**src/hw/rtl/hfwhm_pkg.sv**
```systemverilog
`default_nettype none

package hfwhm_pkg;

    // Store depth and derived widths
    localparam int MAX_BINS  = 1024;
    localparam int IDX_W     = $clog2(MAX_BINS);
    localparam int CNT_W     = $clog2(MAX_BINS + 1);
    localparam int VAL_W     = 32;
    localparam int OUT_IDX_W = 10;
    localparam int ST_W      = 2;

    // Result status codes
    typedef enum logic [ST_W-1:0] {
        ST_OK      = 2'd0,
        ST_FEW     = 2'd1,
        ST_NO_HIGH = 2'd2,
        ST_NO_LOW  = 2'd3
    } t_status;

    // Sequencer states
    typedef enum logic [2:0] {
        S_LOAD,
        S_UP_RD,
        S_UP_CMP,
        S_DN_RD,
        S_DN_CMP,
        S_FIN
    } t_state;

    // Store access request from the sequencer
    typedef struct packed {
        logic             wr_en;
        logic [IDX_W-1:0] wr_addr;
        logic [VAL_W-1:0] wr_data;
        logic             rd_en;
        logic [IDX_W-1:0] rd_addr;
    } t_store_req;

endpackage

`default_nettype wire

```
**src/hw/rtl/hfwhm_half_cmp.sv**
```systemverilog
`default_nettype none

module hfwhm_half_cmp (
    input  wire logic [hfwhm_pkg::VAL_W-1:0] i_count,
    input  wire logic [hfwhm_pkg::VAL_W-1:0] i_peak,
    output logic                             o_below
);

    // Test 2*count < peak exactly, one bit wider than the count
    assign o_below = {i_count, 1'b0} < {1'b0, i_peak};

endmodule

`default_nettype wire

```
**config.mk**
```make
export PLATFORM = sky130hd
export DESIGN_NAME = hfwhm_half_cmp
export DESIGN_NICKNAME = d
export VERILOG_FILES = /design/src/hw/rtl/hfwhm_pkg.sv /design/src/hw/rtl/hfwhm_half_cmp.sv
export SDC_FILE = /design/constraint.sdc
export NUM_CORES = 1
export LEC_CHECK = 0
export ABC_AREA = 0
export BUFFER_PORTS_ARGS = -buffer_cell sky130_fd_sc_hd__buf_2
export CORE_MARGIN = 5
export CORE_UTILIZATION = 30
export DETAILED_ROUTE_END_ITERATION = 8
export PLACE_DENSITY = 0.68
export SLEW_MARGIN = 20
export SYNTH_ARGS = -nofsm -noshare
export SYNTH_HDL_FRONTEND = slang
export SYNTH_SLANG_ARGS = --single-unit
```
**constraint.sdc**
```tcl
create_clock -name vclk -period 2.81
set_clock_uncertainty 0.1 [all_clocks]
set_input_delay 0.281 -clock vclk [all_inputs]
set_output_delay 0.281 -clock vclk [all_outputs]
set_load 0.02 [all_outputs]
```
==> results of run 1 <==
==> cell families after synthesis <==
kind of cell / after synthesis
AO/OA/AOI/OAI: 28
adder cells (fa/ha/maj): 31
AND/OR/NAND/NOR: 15
buffers and inverters: 32
==> Yosys cell counts, drive strengths merged, types with 2 or more instances <==
cell     n
nor2     2
ha      31
o21ai    5
inv     32
nand4    4
a21oi    7
o22ai    2
a41oi    2
nand2    2
a211oi   2
a21o     6
==> worst max-delay path, cell delays in order <==
cell	delay (ps)
buf_2	100
ha_1	300
a21o_1	180
a221o_1	330
a221oi_2	230
nand3b_1	100
o21ai_1	100
buf_2	180
==> report_power, final <==
group	total (mW)	switching (mW)	internal [mW]	leakage, nW
combinational	0.150	0.0683	0.0815	0.773
clock	0	0	0	0
sequential	0	0	0	0
==> stage by stage <==
| stage | instance area, µm² | power [mW] | util [%] |
|---|---|---|---|
| after global routing | 1150 | 0.176 | 46.0 |
| after floorplan | 788 | 0.0859 | - |
| after CTS | 1150 | 0.153 | 46.0 |
| after global placement | 1150 | 0.145 | 46.0 |
| after detailed placement | 1150 | 0.152 | 46.0 |
| final | 1150 | 0.150 | 46.0 |
==> worst paths after layout <==
| path | startpoint | to | slack, ps | depth (start not counted) |
|---|---|---|---|---|
| setup / recovery | i_count[17] | o_below | 620 | 8 |
| hold / removal | i_count[31] | o_below | 980 | 5 |
==> cells in the final DEF, fill, tap and decap left out, types with 4 or more instances in the layout <==
cell     netlist  layout
a21o_1         6       6
a21oi_1        7       7
buf_2          0      65
ha_1          31      31
inv_1         32      32
nand4_1        4       4
o21ai_0        4       4
==> layer usage <==
metal | wire length, µm | vias to the layer above | share of wire, %
li1 | - | 508 | -
met1 | 865 | 370 | 42
met2 | 966 | 36 | 47
met3 | 241 | 0 | 12
met4 | 0 | 0 | 0
met5 | 0 | - | 0
==> cell type report <==
cell class / count / area, µm² / share of cell area (%)
well taps: 30 / 37.5 / 3.26
repair buffers: 65 / 325 / 28.3
multi-input cells: 74 / 668 / 58.0
inverters: 32 / 120 / 10.4
==> metrics.csv, run 1 <==
metric,value,unit
final number of max-transition violations,0,
worst slew pin tran,286,ps
WS Path Type,in2out,
combinational family with the most area after synthesis,adder cells,
Post-Synth Adder-Cell Area,49.2,%
Worst EP arrival,1810,ps
Clock buffer cells,0,
vias in the first global route,864,
GRT busiest layer,met2,
DR vias,914,
Synth Area in XOR/XNOR,0,%
detailed placement HPWL,2.03,mm
"Setup Fix Bufs, Post-CTS",0,
Final Hold Fails,0,
pre-CTS WS,601,ps
Max Clk Rate,0.457,GHz
post-synth cell types,23,
core area,0.00250,mm²
Rows,18,
Slew headroom,80.8,%
Die H,61.3,µm
WHS,982,ps
Post-CTS Resized,0,
Placed Instances,201,
Finished Layout Cells,201,
Final Cycle Share,77.8,%
die width,61.3,µm
CP endpoint kind,output port,
seq_cells,0,
total grt overflow,0,
DRC,0,
Vias/cell,4.55,
crit-path max FO,2,
HP Class,in2out,
CTS Hold Bufs,0,
Mean Syn Cell Area,7.44,µm²
Sequential Area,0,µm²
ANT cells,0,
number of max-cap violations,0,
layout cells sized above 1,38.6,%
final worst setup slack,623,ps
Finish-stage setup viols,0,
post-synthesis sequential area ratio,0,%
Final GP Congestion,0.759,
Power per Cell Area,130,mW/mm²
"top cells by area, synth","ha_1 (49%), inv_1 (15%), a21o_1 (5.7%)",
final setup TNS,0,ps
drt wl/cell,10.3,µm
cell count after synthesis,106,
Starting Density,31.5,%
minimum clock period,2190,ps
VDD IR max,0.0000731,V
Global Route Usage Sum,10.6,%
Leakage,0.773,nW
input/output buffers,65,
drt total wl,2.07,mm
first-pass GRT wire length,3.28,mm
initial antenna violation count,0,
outcome,completed,
I/O pins,65,
Ys Warns,0,
Pre-antenna DRT Iters,2,
Die ar.,0.00375,mm²
post-synthesis compound-gate area fraction,24.4,%
M3 GR Usage,0.419,%
area share of the largest cell type after synthesis,49.2,%
number of fill cells,248,
nets,268,
Post-Synthesis Net Count,201,
CP startpoint kind,input port,
Area growth syn-to-layout,46.0,%
met1 GRT Util,13.5,%
DR iter-0 viols,7,
Antenna Nets Post-Route,0,
synthesized area,788,µm²
met2 Use GR,20.7,%
Synth area leader,ha_1,
post-synthesis simple-gate area fraction,11.1,%
worst endpoint required time,2430,ps
largest net degree at the start of global routing,4,
RSZ-0062 raised after global routing,no,
mux contribution to synthesized area,0,%
Note: power is estimated with default switching activity, not from simulation.
==> run 2, diff against run 1 <==
--- a/config.mk
+++ b/config.mk
@@ -5,12 +5,12 @@
 export SDC_FILE = /design/constraint.sdc
 export NUM_CORES = 1
 export LEC_CHECK = 0
-export ABC_AREA = 0
+export ABC_AREA = 1
 export BUFFER_PORTS_ARGS = -buffer_cell sky130_fd_sc_hd__buf_2
 export CORE_MARGIN = 5
 export CORE_UTILIZATION = 30
 export DETAILED_ROUTE_END_ITERATION = 8
-export PLACE_DENSITY = 0.68
+export PLACE_DENSITY = 0.67
 export SLEW_MARGIN = 20
 export SYNTH_ARGS = -nofsm -noshare
 export SYNTH_HDL_FRONTEND = slang
==> constraint.sdc (replaced) <==
create_clock -name vclk -period 1.8
set_clock_uncertainty 0.1 [all_clocks]
set_input_delay 0.18 -clock vclk [all_inputs]
set_output_delay 0.18 -clock vclk [all_outputs]
set_load 0.02 [all_outputs]
==> run 2 against run 1 <==
  * Die area grew 14%
  * Synthesized area grew 17%
  * Critical path depth grew 1
  * Non-clock buffer count is the same
  * First-iteration DRC count grew 43%
  * Final cell count grew 24%
  * Setup slack lost 430 ps
  * Routed wire length shrank 8.0%
  * Global-route usage shrank 2.4 points
  * Largest power group unchanged
  * Highest routed layer unchanged
==> metrics.csv, run 2 <==
metric,value,unit
input/output buffers,65,
first-pass GRT wire length,3.10,mm
Leakage,0.898,nW
CP max stage delay,310,ps
nets,314,
Die ar.,0.00429,mm²
worst path buffer plus inverter count,2,
Mean Syn Cell Area,6.08,µm²
most frequent cells in the layout,"buf_2 (65), inv_1 (43), nand2_1 (38)",
CTS Hold Bufs,0,
CP startpoint kind,input port,
Placed Instances,250,
layout cells sized above 1,36.9,%
CP startpoint,i_count[23],
Starting Density,30.8,%
worst slew pin tran,173,ps
pre-CTS WS,180,ps
met1 GRT Util,10.6,%
Final Hold Fails,0,
met2 Use GR,15.7,%
final number of max-transition violations,0,
Die H,65.5,µm
WHS,760,ps
RSZ-0062 raised after global routing,no,
detailed placement HPWL,1.90,mm
"top cells by area, synth","ha_1 (42%), inv_1 (17%), nand2_1 (15%)",
Slew headroom,88.5,%
Ys Warns,0,
minimum clock period,1610,ps
die width,65.5,µm
"slowest stage cell, crit path",ha_1,
post-synth cell types,16,
"top cells by count, synth","inv_1 (43), nand2_1 (38), ha_1 (31), a21oi_1 (10), nor2_1 (8)",
synthesized area,925,µm²
area share of the largest cell type after synthesis,41.9,%
outcome,completed,
Final Cycle Share,89.2,%
DR iter-0 viols,10,
Pwr Total,0.243,mW
Global Route Usage Sum,8.22,%
number of max-cap violations,0,
GRT busiest layer,met2,
final setup TNS,0,ps
number of fill cells,336,
largest net degree at the start of global routing,4,
I/O pins,65,
ANT cells,0,
crit-path max FO,2,
Area growth syn-to-layout,39.6,%
post-synthesis sequential area ratio,0,%
cell count after synthesis,152,
Clock buffer cells,0,
CP endpoint kind,output port,
DR vias,1024,
Antenna Nets Post-Route,0,
Vias/cell,4.10,
Power per Cell Area,188,mW/mm²
drt wl/cell,7.63,µm
"Setup Fix Bufs, Post-CTS",0,
most frequent cell after synthesis,inv_1,
M3 GR Usage,0.684,%
Crit path depth,9,
HP Class,in2out,
"leading cell type in the layout, fill and taps excluded",buf_2,
drt total wl,1.91,mm
Final GP Congestion,0.704,
WS Path Type,in2out,
Pre-antenna DRT Iters,2,
Post-CTS Resized,0,
Finish-stage setup viols,0,
final worst setup slack,194,ps
seq_cells,0,
Sequential Area,0,µm²
Post-Synthesis Net Count,247,
VDD IR max,0.0000835,V
crit path cell chain,buf_2 -> ha_1 -> a21o_1 -> nor2_1 -> nand2_1 -> nand2_1 -> nand3_1 -> nor2_1 -> buf_2,
DRC,0,
initial antenna violation count,0,
Synth area leader,ha_1,
Critical Path End,o_below,
"delay-heaviest family, CP",simple AND/OR/NAND/NOR gates,
core area,0.00300,mm²
Max Clk Rate,0.623,GHz
Worst EP arrival,1330,ps
total grt overflow,0,
Finished Layout Cells,250,
worst endpoint required time,1520,ps
Rows,20,
vias in the first global route,847,
run 2: changes by cell type in the layout (fill, tap and decap cells not counted), sizes merged, moves of 4 or more:
cell	before	now
nand2	2	43
inv	32	45
nor2	2	14
a21o	6	2
a21oi	7	11
o21ai	5	1
run 2: cells by family after synthesis:
logic type / synth area share, %
buffers and inverters: 18.7
AO/OA/AOI/OAI: 8.52
adder cells (fa/ha/maj): 41.9
AND/OR/NAND/NOR: 30.9
run 2: worst min-delay path by stage:
| stage | start | to | slack (ps) | cells past startpoint |
|---|---|---|---|---|
| after floorplan | i_count[31] | o_below | 530 | 5 |
| after global placement | i_count[31] | o_below | 770 | 7 |
| after detailed placement | i_count[31] | o_below | 760 | 7 |
| after CTS | i_count[31] | o_below | 770 | 7 |
| after global routing | i_count[31] | o_below | 790 | 7 |
| final | i_count[31] | o_below | 760 | 7 |
run 2: metal layers:
metal	vias to the layer above	part of all wire, %
li1	592	-
met1	401	43
met2	31	47
met3	0	9.6
met4	0	0
met5	-	0
run 2: per-stage QoR:
stage | utilization, % | cell area (µm²)
after floorplan | - | 925
after global placement | 43.0 | 1290
after detailed placement | 43.0 | 1290
after CTS | 43.0 | 1290
after global routing | 43.0 | 1290
final | 43.0 | 1290
run 2: cell type report:
class                      count  area [µm²]  share of cell area, %
timing repair buffer          65         325                   25.2
inverter                      46         173                   13.4
multi-input combinational    106         752                   58.2
tap                           33        41.3                   3.20
run 2: worst min-delay path, stage by stage:
cell     delay [ps]
buf_2            90
nor2_1           40
o21ai_0          70
a21oi_1          50
nand3_1          70
nor2_1           40
buf_2           150
run 2: where the power goes:
part           total [mW]  internal (mW)  switching (mW)
sequential              0              0               0
clock                   0              0               0
combinational       0.243          0.124           0.119
total               0.243          0.124           0.119
